[src/bls_pkg.sv]
// bls_pkg: shared types and constants of the bresenham line stepper
// holds configuration register codes, reset values and the config struct
// no dependencies

package bls_pkg;

    // configuration port geometry
    localparam int CFG_IDX_W  = 2;
    localparam int CFG_DATA_W = 15;

    // configuration register widths
    localparam int VIEW_W = 15;
    localparam int FW_W   = 14;

    // configuration register indexes
    localparam logic [CFG_IDX_W-1:0] REG_VIEW_X_LIMIT = 2'd0;
    localparam logic [CFG_IDX_W-1:0] REG_VIEW_Y_LIMIT = 2'd1;
    localparam logic [CFG_IDX_W-1:0] REG_FRAME_WIDTH  = 2'd2;

    // configuration reset values
    localparam logic [VIEW_W-1:0] VIEW_X_RESET = 15'd1920;
    localparam logic [VIEW_W-1:0] VIEW_Y_RESET = 15'd1080;
    localparam logic [FW_W-1:0]   FW_RESET     = 14'd1920;

    // request operation codes
    localparam logic OP_LOAD = 1'b0;
    localparam logic OP_STEP = 1'b1;

    // live configuration handed to the datapath
    typedef struct packed {
        logic [VIEW_W-1:0] view_x_limit;
        logic [VIEW_W-1:0] view_y_limit;
        logic [FW_W-1:0]   frame_width;
    } t_cfg;

endpackage

[src/bresenham_line_stepper.sv]
// bresenham_line_stepper: top level of the integer line rasterizer
// depends on bls_pkg, bls_cfg_regs, bls_stepper and bls_addr_unit
//
// usage:
// - input channel (i_in_valid / o_in_ready): a load request latches start,
//   end and major axis; a step request emits the current pixel and advances
// - every request gives exactly one result on the output channel
//   (o_out_valid / i_out_ready); load requests and steps past the end of a
//   line return a result with o_pixel_valid low and all fields zero
// - config channel (i_cfg_valid / o_cfg_ready): index 0 view x limit,
//   1 view y limit, 2 frame width; other indexes are ignored; write only
//   while no request is in flight
// - pipeline: two register stages; a request is registered in the first
//   stage, then its result in the output register, where it is held until taken
// - throughput: one request per cycle while the output drains; the line state
//   update (one add and sign test on the error term) completes in the accept
//   cycle, the address multiply-add sits in the second stage
// - reset: view 1920 x 1080, frame width 1920, no line active
// - receiver stall: the output register holds, the first stage still takes
//   one more request, then o_in_ready drops until the output drains

module bresenham_line_stepper #(
    parameter int COORD_BITS = 16,
    parameter int ADDR_BITS  = 26
) (
    input  logic                            i_clk,
    input  logic                            i_rst_n,
    // config channel
    input  logic                            i_cfg_valid,
    output logic                            o_cfg_ready,
    input  logic [bls_pkg::CFG_IDX_W-1:0]   i_cfg_index,
    input  logic [bls_pkg::CFG_DATA_W-1:0]  i_cfg_data,
    // request channel
    input  logic                            i_in_valid,
    output logic                            o_in_ready,
    input  logic                            i_operation,
    input  logic                            i_y_major,
    input  logic signed [COORD_BITS-1:0]    i_start_x,
    input  logic signed [COORD_BITS-1:0]    i_start_y,
    input  logic signed [COORD_BITS-1:0]    i_end_x,
    input  logic signed [COORD_BITS-1:0]    i_end_y,
    // result channel
    output logic                            o_out_valid,
    input  logic                            i_out_ready,
    output logic                            o_pixel_valid,
    output logic signed [COORD_BITS-1:0]    o_pixel_x,
    output logic signed [COORD_BITS-1:0]    o_pixel_y,
    output logic                            o_in_view,
    output logic [ADDR_BITS-1:0]            o_pixel_address,
    output logic                            o_last_pixel
);
    import bls_pkg::*;

    t_cfg w_cfg;

    logic                       w_s2_ready;
    logic                       w_s1_valid;
    logic                       w_s1_pixel_valid;
    logic signed [COORD_BITS:0] w_s1_x;
    logic signed [COORD_BITS:0] w_s1_y;
    logic                       w_s1_last;

    // configuration registers
    bls_cfg_regs u_cfg_regs (
        .i_clk       (i_clk),
        .i_rst_n     (i_rst_n),
        .i_cfg_valid (i_cfg_valid),
        .o_cfg_ready (o_cfg_ready),
        .i_cfg_index (i_cfg_index),
        .i_cfg_data  (i_cfg_data),
        .o_cfg       (w_cfg)
    );

    // line state and first stage
    bls_stepper #(
        .COORD_BITS (COORD_BITS)
    ) u_stepper (
        .i_clk            (i_clk),
        .i_rst_n          (i_rst_n),
        .i_in_valid       (i_in_valid),
        .o_in_ready       (o_in_ready),
        .i_operation      (i_operation),
        .i_y_major        (i_y_major),
        .i_start_x        (i_start_x),
        .i_start_y        (i_start_y),
        .i_end_x          (i_end_x),
        .i_end_y          (i_end_y),
        .i_s2_ready       (w_s2_ready),
        .o_s1_valid       (w_s1_valid),
        .o_s1_pixel_valid (w_s1_pixel_valid),
        .o_s1_x           (w_s1_x),
        .o_s1_y           (w_s1_y),
        .o_s1_last        (w_s1_last)
    );

    // view test, address and output register
    bls_addr_unit #(
        .COORD_BITS (COORD_BITS),
        .ADDR_BITS  (ADDR_BITS)
    ) u_addr_unit (
        .i_clk           (i_clk),
        .i_rst_n         (i_rst_n),
        .i_cfg           (w_cfg),
        .i_s1_valid      (w_s1_valid),
        .o_s2_ready      (w_s2_ready),
        .i_pixel_valid   (w_s1_pixel_valid),
        .i_x             (w_s1_x),
        .i_y             (w_s1_y),
        .i_last          (w_s1_last),
        .o_out_valid     (o_out_valid),
        .i_out_ready     (i_out_ready),
        .o_pixel_valid   (o_pixel_valid),
        .o_pixel_x       (o_pixel_x),
        .o_pixel_y       (o_pixel_y),
        .o_in_view       (o_in_view),
        .o_pixel_address (o_pixel_address),
        .o_last_pixel    (o_last_pixel)
    );

    // the pipeline never holds more than two requests: a full output with a
    // stall must stop intake once the first stage is occupied
    a_no_overrun: assert property (@(posedge i_clk) disable iff (!i_rst_n)
        w_s1_valid && o_out_valid && !i_out_ready |-> !o_in_ready)
        else $error("request taken with both stages full");

endmodule

[src/bls_cfg_regs.sv]
// bls_cfg_regs: view limit and frame width registers behind the config port
// depends on bls_pkg

module bls_cfg_regs (
    input  logic                            i_clk,
    input  logic                            i_rst_n,
    input  logic                            i_cfg_valid,
    output logic                            o_cfg_ready,
    input  logic [bls_pkg::CFG_IDX_W-1:0]   i_cfg_index,
    input  logic [bls_pkg::CFG_DATA_W-1:0]  i_cfg_data,
    output bls_pkg::t_cfg                   o_cfg
);
    import bls_pkg::*;

    t_cfg r_cfg;
    t_cfg n_cfg;

    // writes are always accepted
    assign o_cfg_ready = 1'b1;
    assign o_cfg       = r_cfg;

    // register decode, unknown indexes are dropped
    always_comb begin
        n_cfg = r_cfg;
        if (i_cfg_valid) begin
            unique case (i_cfg_index)
                REG_VIEW_X_LIMIT: n_cfg.view_x_limit = i_cfg_data[VIEW_W-1:0];
                REG_VIEW_Y_LIMIT: n_cfg.view_y_limit = i_cfg_data[VIEW_W-1:0];
                REG_FRAME_WIDTH:  n_cfg.frame_width  = i_cfg_data[FW_W-1:0];
                default:          n_cfg = r_cfg;
            endcase
        end
    end

    always_ff @(posedge i_clk) begin
        if (!i_rst_n) begin
            r_cfg.view_x_limit <= VIEW_X_RESET;
            r_cfg.view_y_limit <= VIEW_Y_RESET;
            r_cfg.frame_width  <= FW_RESET;
        end else begin
            r_cfg <= n_cfg;
        end
    end

endmodule

[src/bls_stepper.sv]
// bls_stepper: line state, error term update and first pipeline register
// depends on bls_pkg

module bls_stepper #(
    parameter int COORD_BITS = 16
) (
    input  logic                         i_clk,
    input  logic                         i_rst_n,
    input  logic                         i_in_valid,
    output logic                         o_in_ready,
    input  logic                         i_operation,
    input  logic                         i_y_major,
    input  logic signed [COORD_BITS-1:0] i_start_x,
    input  logic signed [COORD_BITS-1:0] i_start_y,
    input  logic signed [COORD_BITS-1:0] i_end_x,
    input  logic signed [COORD_BITS-1:0] i_end_y,
    input  logic                         i_s2_ready,
    output logic                         o_s1_valid,
    output logic                         o_s1_pixel_valid,
    output logic signed [COORD_BITS:0]   o_s1_x,
    output logic signed [COORD_BITS:0]   o_s1_y,
    output logic                         o_s1_last
);
    import bls_pkg::*;

    localparam int W = COORD_BITS + 1;
    localparam int E = COORD_BITS + 4;

    // line state
    logic signed [W-1:0]          r_cur_x, n_cur_x;
    logic signed [W-1:0]          r_cur_y, n_cur_y;
    logic signed [COORD_BITS-1:0] r_target, n_target;
    logic signed [W-1:0]          r_dmin, n_dmin;
    logic signed [W-1:0]          r_dmaj, n_dmaj;
    logic [E-1:0]                 r_err, n_err;
    logic                         r_mode, n_mode;
    logic                         r_done, n_done;

    // stage 1 register
    logic                r_s1_valid;
    logic                r_pv;
    logic signed [W-1:0] r_px;
    logic signed [W-1:0] r_py;
    logic                r_last;

    logic w_en;
    logic w_fire;
    logic w_emit;

    // step datapath
    logic signed [W-1:0] w_major;
    logic signed [W-1:0] w_minor;
    logic signed [W-1:0] w_minor_step;
    logic signed [W-1:0] w_major_next;
    logic [W-1:0]        w_adm;
    logic [E-1:0]        w_adm_e;
    logic [E-1:0]        w_dmaj_e;
    logic                w_err_pos;
    logic [E-1:0]        w_err_step;
    logic                w_last;

    // load datapath
    logic signed [W-1:0] l_sx, l_sy, l_ex, l_ey;
    logic signed [W-1:0] l_smaj, l_emaj, l_smin, l_emin;
    logic signed [W-1:0] l_dmaj, l_dmin;
    logic [W-1:0]        l_adm;
    logic [E-1:0]        l_err;

    // handshake: stage 1 moves when empty or when stage 2 takes it
    assign w_en       = !r_s1_valid || i_s2_ready;
    assign w_fire     = i_in_valid && w_en;
    assign o_in_ready = w_en;
    assign w_emit     = (i_operation == OP_STEP) && !r_done;

    // step: error compare, minor move by sign of delta, major move by one
    always_comb begin
        w_major      = r_mode ? r_cur_y : r_cur_x;
        w_minor      = r_mode ? r_cur_x : r_cur_y;
        w_last       = (w_major == {r_target[COORD_BITS-1], r_target});
        w_adm        = r_dmin[W-1] ? W'(-r_dmin) : r_dmin;
        w_adm_e      = {{(E-W){1'b0}}, w_adm};
        w_dmaj_e     = {{(E-W){r_dmaj[W-1]}}, r_dmaj};
        w_err_pos    = !r_err[E-1] && (r_err != '0);
        w_minor_step = w_minor + {{(W-1){r_dmin[W-1]}}, 1'b1};
        w_major_next = w_major + W'(1);
        w_err_step   = w_err_pos ? (r_err + ((w_adm_e - w_dmaj_e) << 1))
                                 : (r_err + (w_adm_e << 1));
    end

    // load: deltas and initial error term
    always_comb begin
        l_sx   = {i_start_x[COORD_BITS-1], i_start_x};
        l_sy   = {i_start_y[COORD_BITS-1], i_start_y};
        l_ex   = {i_end_x[COORD_BITS-1], i_end_x};
        l_ey   = {i_end_y[COORD_BITS-1], i_end_y};
        l_smaj = i_y_major ? l_sy : l_sx;
        l_emaj = i_y_major ? l_ey : l_ex;
        l_smin = i_y_major ? l_sx : l_sy;
        l_emin = i_y_major ? l_ex : l_ey;
        l_dmaj = l_emaj - l_smaj;
        l_dmin = l_emin - l_smin;
        l_adm  = l_dmin[W-1] ? W'(-l_dmin) : l_dmin;
        l_err  = ({{(E-W){1'b0}}, l_adm} << 1) - {{(E-W){l_dmaj[W-1]}}, l_dmaj};
    end

    // next line state
    always_comb begin
        n_cur_x  = r_cur_x;
        n_cur_y  = r_cur_y;
        n_target = r_target;
        n_dmin   = r_dmin;
        n_dmaj   = r_dmaj;
        n_err    = r_err;
        n_mode   = r_mode;
        n_done   = r_done;
        if (w_fire) begin
            if (i_operation == OP_LOAD) begin
                n_cur_x  = l_sx;
                n_cur_y  = l_sy;
                n_target = l_emaj[COORD_BITS-1:0];
                n_dmin   = l_dmin;
                n_dmaj   = l_dmaj;
                n_err    = l_err;
                n_mode   = i_y_major;
                n_done   = (l_smaj > l_emaj);
            end else if (!r_done) begin
                if (r_mode) begin
                    n_cur_y = w_major_next;
                    n_cur_x = w_err_pos ? w_minor_step : r_cur_x;
                end else begin
                    n_cur_x = w_major_next;
                    n_cur_y = w_err_pos ? w_minor_step : r_cur_y;
                end
                n_err = w_err_step;
                if (w_last) begin
                    n_done = 1'b1;
                end
            end
        end
    end

    // line state registers
    always_ff @(posedge i_clk) begin
        if (!i_rst_n) begin
            r_cur_x  <= '0;
            r_cur_y  <= '0;
            r_target <= '0;
            r_dmin   <= '0;
            r_dmaj   <= '0;
            r_err    <= '0;
            r_mode   <= 1'b0;
            r_done   <= 1'b1;
        end else begin
            r_cur_x  <= n_cur_x;
            r_cur_y  <= n_cur_y;
            r_target <= n_target;
            r_dmin   <= n_dmin;
            r_dmaj   <= n_dmaj;
            r_err    <= n_err;
            r_mode   <= n_mode;
            r_done   <= n_done;
        end
    end

    // stage 1 valid
    always_ff @(posedge i_clk) begin
        if (!i_rst_n) begin
            r_s1_valid <= 1'b0;
        end else if (w_en) begin
            r_s1_valid <= i_in_valid;
        end
    end

    // stage 1 payload, zeros when no pixel comes out
    always_ff @(posedge i_clk) begin
        if (w_fire) begin
            r_pv   <= w_emit;
            r_px   <= w_emit ? r_cur_x : '0;
            r_py   <= w_emit ? r_cur_y : '0;
            r_last <= w_emit && w_last;
        end
    end

    assign o_s1_valid       = r_s1_valid;
    assign o_s1_pixel_valid = r_pv;
    assign o_s1_x           = r_px;
    assign o_s1_y           = r_py;
    assign o_s1_last        = r_last;

    // last pixel of a line closes it
    a_last_closes: assert property (@(posedge i_clk) disable iff (!i_rst_n)
        w_fire && w_emit && w_last |=> r_done)
        else $error("line still active after its last pixel");

    // a step with no active line leaves the point alone
    a_idle_step_holds: assert property (@(posedge i_clk) disable iff (!i_rst_n)
        w_fire && (i_operation == OP_STEP) && r_done
        |=> $stable(r_cur_x) && $stable(r_cur_y) && r_done)
        else $error("point moved on a step with no active line");

    // stage 1 payload does not change while it waits
    a_s1_holds: assert property (@(posedge i_clk) disable iff (!i_rst_n)
        r_s1_valid && !i_s2_ready |=> r_s1_valid && $stable(r_px) && $stable(r_last))
        else $error("stage 1 payload lost while stalled");

endmodule

[src/bls_addr_unit.sv]
// bls_addr_unit: view test, frame-buffer address and output register
// depends on bls_pkg

module bls_addr_unit #(
    parameter int COORD_BITS = 16,
    parameter int ADDR_BITS  = 26
) (
    input  logic                         i_clk,
    input  logic                         i_rst_n,
    input  bls_pkg::t_cfg                i_cfg,
    input  logic                         i_s1_valid,
    output logic                         o_s2_ready,
    input  logic                         i_pixel_valid,
    input  logic signed [COORD_BITS:0]   i_x,
    input  logic signed [COORD_BITS:0]   i_y,
    input  logic                         i_last,
    output logic                         o_out_valid,
    input  logic                         i_out_ready,
    output logic                         o_pixel_valid,
    output logic signed [COORD_BITS-1:0] o_pixel_x,
    output logic signed [COORD_BITS-1:0] o_pixel_y,
    output logic                         o_in_view,
    output logic [ADDR_BITS-1:0]         o_pixel_address,
    output logic                         o_last_pixel
);
    import bls_pkg::*;

    localparam int CW = (COORD_BITS > VIEW_W) ? COORD_BITS : VIEW_W;
    localparam int PW = COORD_BITS + FW_W;
    localparam int SW = (PW + 1 > ADDR_BITS) ? PW + 1 : ADDR_BITS;

    logic                         r_out_valid;
    logic                         r_pixel_valid;
    logic signed [COORD_BITS-1:0] r_pixel_x;
    logic signed [COORD_BITS-1:0] r_pixel_y;
    logic                         r_in_view;
    logic [ADDR_BITS-1:0]         r_addr;
    logic                         r_last;

    logic                 w_x_in;
    logic                 w_y_in;
    logic                 w_view;
    logic [PW-1:0]        w_prod;
    logic [SW-1:0]        w_sum;
    logic [ADDR_BITS-1:0] w_addr;

    assign o_s2_ready = !r_out_valid || i_out_ready;

    // view window test on the full-width point
    assign w_x_in = !i_x[COORD_BITS] &&
                    (CW'(i_x[COORD_BITS-1:0]) < CW'(i_cfg.view_x_limit));
    assign w_y_in = !i_y[COORD_BITS] &&
                    (CW'(i_y[COORD_BITS-1:0]) < CW'(i_cfg.view_y_limit));
    assign w_view = i_pixel_valid && w_x_in && w_y_in;

    // row times width plus column, wrapped to the address width
    assign w_prod = PW'(i_y[COORD_BITS-1:0]) * PW'(i_cfg.frame_width);
    assign w_sum  = SW'(w_prod) + SW'(i_x[COORD_BITS-1:0]);
    assign w_addr = w_view ? w_sum[ADDR_BITS-1:0] : '0;

    // output valid
    always_ff @(posedge i_clk) begin
        if (!i_rst_n) begin
            r_out_valid <= 1'b0;
        end else if (o_s2_ready) begin
            r_out_valid <= i_s1_valid;
        end
    end

    // output payload
    always_ff @(posedge i_clk) begin
        if (o_s2_ready && i_s1_valid) begin
            r_pixel_valid <= i_pixel_valid;
            r_pixel_x     <= i_x[COORD_BITS-1:0];
            r_pixel_y     <= i_y[COORD_BITS-1:0];
            r_in_view     <= w_view;
            r_addr        <= w_addr;
            r_last        <= i_last;
        end
    end

    assign o_out_valid     = r_out_valid;
    assign o_pixel_valid   = r_pixel_valid;
    assign o_pixel_x       = r_pixel_x;
    assign o_pixel_y       = r_pixel_y;
    assign o_in_view       = r_in_view;
    assign o_pixel_address = r_addr;
    assign o_last_pixel    = r_last;

    // an address only comes with a visible pixel
    a_addr_needs_view: assert property (@(posedge i_clk) disable iff (!i_rst_n)
        o_out_valid && !o_in_view |-> o_pixel_address == '0)
        else $error("address set outside the view");

    // visibility and last flag only on real pixels
    a_flags_need_pixel: assert property (@(posedge i_clk) disable iff (!i_rst_n)
        o_out_valid && !o_pixel_valid |-> !o_in_view && !o_last_pixel)
        else $error("pixel flags set on an empty result");

endmodule

[config.mk]
export PLATFORM = sky130hd
export DESIGN_NAME = bresenham_line_stepper
export DESIGN_NICKNAME = d
export VERILOG_FILES = /design/src/bls_pkg.sv /design/src/bresenham_line_stepper.sv /design/src/bls_cfg_regs.sv /design/src/bls_stepper.sv /design/src/bls_addr_unit.sv
export SDC_FILE = /design/constraint.sdc
export NUM_CORES = 1
export LEC_CHECK = 0
export BUFFER_PORTS_ARGS = -buffer_cell sky130_fd_sc_hd__buf_2
export CAP_MARGIN = 40
export CORE_UTILIZATION = 35
export DETAILED_ROUTE_END_ITERATION = 6
export PLACE_DENSITY = 0.49
export SYNTH_ARGS = -nofsm -noshare
export SYNTH_HDL_FRONTEND = slang
export SYNTH_SLANG_ARGS = --single-unit
[constraint.sdc]
create_clock -name i_clk -period 14.3 [get_ports i_clk]
set_clock_uncertainty 0.05 [all_clocks]
set_input_delay 2.145 -clock i_clk [delete_from_list [all_inputs] [get_ports i_clk]]
set_output_delay 2.145 -clock i_clk [all_outputs]
set_load 0.005 [all_outputs]
==> metrics.md <==
| Metric | Value |
|---|---|
| CTS H-tree lvls | `2` |
| Yosys top cell by area | `fa_1` |
| Internal power | `2060 uW` |
| Critical path capture point type | `flop` |
| GRT Util Overall | `0.210` |
| Sequential area share after synthesis | `0.247` |
| Synth cell count leaders | `nand2_1, inv_1, ha_1` |
| Clk sinks | `249` |
| Max-Cap Viols | `0` |
| # fillers | `6855` |
| Final Cycle Share | `0.534` |
| Register bit total from synthesis | `249` |
| Worst Setup Start Kind | `input pin` |
| Syn Inst Count | `2742` |
| RSZ-0062 raised after global routing | `no` |
| Worst path arrival time | `8080 ps` |
| Synthesized cell area | `24200 um^2` |
| Clk buf depth | `3` |
| Yosys Warn Count | `0` |
| Clock share of power | `0.256` |
| Clk_lat worst skew | `560 ps` |
| Fmax | `131 MHz` |
| Chip height | `265 um` |
| Min cycle time layout | `7640 ps` |
| Syn Nets | `3218` |
| Initial Utilization | `0.356` |
| Core Area | `67800 um^2` |
| # Post-CTS Setup Buffers | `0` |
| DP HPWL | `57.3 mm` |
| Switching fraction of total power | `0.408` |
| Final wirelength | `73.3 mm` |
| # setup viols final | `0` |
| Root Driver | `clkbuf_16` |
| Pins Over Slew Limit | `0` |
| Fin nets | `3307` |
| Hold_sp | `u_cfg_regs.o_cfg[20]` |
| Die area | `70100 um^2` |
| CP required | `14730 ps` |
| Clk slew on worst S/H paths | `60 ps` |
| Hold Crit Class | `reg -> reg` |
| Synth cell types | `85` |
| Pleak | `0.0117 uW` |
| Final RePlAce weighted congestion | `0.902` |
| Setup TNS | `0 ps` |
| Power share of the sequential group | `0.247` |
| Least-Margin Pin Slew | `906 ps` |
| Final Hold Vio Count | `0` |
| CTS tree | `done` |
| Status | `complete, no violations` |
| Post-DR vias/cell | `5.28` |
| # DRC | `0` |
| Hold Buf Count CTS | `0` |
| Antenna Nets Post-Route | `0` |
| Pwr dens | `129 nW/um^2` |
| First-pass GRT wire length | `115 mm` |
| Worst r2r src | `u_stepper.o_s1_y[9]` |
| Drt pass-1 iters | `5` |
| Worst Path Max Fanout | `65` |
| Rel. slew slack | `0.396` |
| Critical path origin | `i_y_major` |
| Share of cells above drive strength 1 | `0.111` |
| Logic pwr share | `0.497` |
| Avg WL per Cell | `19.6 um` |
| CTS Buf Count | `36` |
| Largest net degree at the start of global routing | `68` |
| Initial antenna violation count | `3` |
| Max IR drop VDD | `138 uV` |
| Synth top area cells | `fa_1, dfxtp_1, edfxtp_1` |
| Area Overhead vs Synth | `11.5%` |
| Grt total ovfl | `0` |
| Die Wd | `265 um` |
| DR vias | `19717` |
| Vias in the first global route | `20099` |
| Number of enable flip-flop cells after synthesis | `97` |
| Cts repair resizes | `0` |
| Synth top area share | `0.151` |
| Total Power | `3470 uW` |
| Most common cell in the netlist | `nand2_1` |
| Critical path class | `in -> reg` |
| I/O pins | `152` |
| Row count | `95` |
| Top FF cell, synth | `dfxtp_1` |
| Avg Cell Area, Syn | `8.81 um^2` |
| Ys async rst share | `0` |
| Switching power | `1420 uW` |
| IO buf count | `150` |
| Initial drt markers | `887` |
power groups by stage:
stage,Sequential [uW],Combinational (uW),Clock (uW)
after floorplan,835,1320,0
after global routing,864,1930,940
after CTS,857,1740,917
after global placement,871,1700,0
after detailed placement,872,1720,0
final,857,1730,891
registers in the layout (all words and copies together), names as in the netlist, 16 cells and up:
name                         flops
u_stepper.r_target              16
u_addr_unit.o_pixel_y           16
u_stepper.r_cur_y               17
u_addr_unit.o_pixel_address     26
u_stepper.r_dmin                17
u_stepper.r_dmaj                17
u_stepper.r_err                 20
u_stepper.o_s1_x                17
u_cfg_regs.o_cfg                44
u_stepper.r_cur_x               17
u_stepper.o_s1_y                17
u_addr_unit.o_pixel_x           16
worst max-delay path: stages:
cell and delay (ps):
buf_2 70, buf_4 700, mux2_2 430, ha_1 190, inv_1 70, fa_1 240, a211oi_2 110, o21ai_1 230
a31oi_1 160, o31ai_1 420, a21oi_1 140, nand4_1 130, nand2_1 220, o21ai_0 310, ha_1 320, o21ai_0 330
o21ai_0 130, a41oi_1 400, o21ai_0 280, or3_1 380, and3_1 200, nor3_1 200, a211oi_1 80, nor3_1 170
layout make-up:
class,count,area (um^2),share of cell area
multi-input combinational,2122,16800,0.625
sequential,249,5960,0.221
tap,873,1090,0.0405
clock buffer,54,1060,0.0393
timing repair buffer,175,966,0.0359
inverter,247,928,0.0345
clock inverter,12,103,0.00381
antenna,1,2.50,0.0000929
stage by stage:
step	instances	hold WS (ps)	setup slack, ps	utilization	instance area (um^2)
2_1_floorplan	2742	350	6720	-	24200
3_3_place_gp	3663	393	6380	0.380	25700
3_5_place_dp	3666	398	6200	0.380	25800
4_1_cts	3732	405	6800	0.398	26900
5_1_grt	3732	424	6110	0.398	26900
6_report	3733	404	6660	0.398	26900
kinds of logic after synthesis:
logic type / count (synthesis) / synth area share
AOI/OAI and AO/OA: 583 / 0.152
other: 1 / 0.000155
buffers and inverters: 371 / 0.0581
DFF: 249 / 0.247
and+or+nand+nor: 866 / 0.174
muxes: 110 / 0.0481
xor gates and xnor gates: 174 / 0.0631
adders and majority gates: 388 / 0.258
path summary, 6_finish.rpt:
| check | slack (ps) | depth (start not counted) | end |
|---|---|---|---|
| setup reg to reg | 7460 | 21 | u_addr_unit.o_pixel_address[24] |
| hold reg to reg | 400 | 2 | u_cfg_regs.o_cfg[20] |
| hold / removal | 400 | 2 | u_cfg_regs.o_cfg[20] |
| setup / recovery | 6660 | 24 | u_stepper.r_err[13] |
routing by layer:
layer,routed length [um],global-route usage,vias to the layer above
li1,-,-,9556
met1,33200,0.273,9646
met2,34900,0.364,404
met3,3110,0.0257,111
met4,2060,0.0625,0
met5,0,0,-
cell usage in the layout, fill, tap and decap left out, types with 119 or more instances in the layout:
cell type / n
o21ai_0: 119
dfxtp_1: 151
a21oi_1: 199
ha_1: 206
and2_1: 179
nor2_1: 153
buf_2: 150
fa_1: 182
inv_1: 245
nand2_1: 323
No activity file was read; power rests on OpenSTA's default activity.
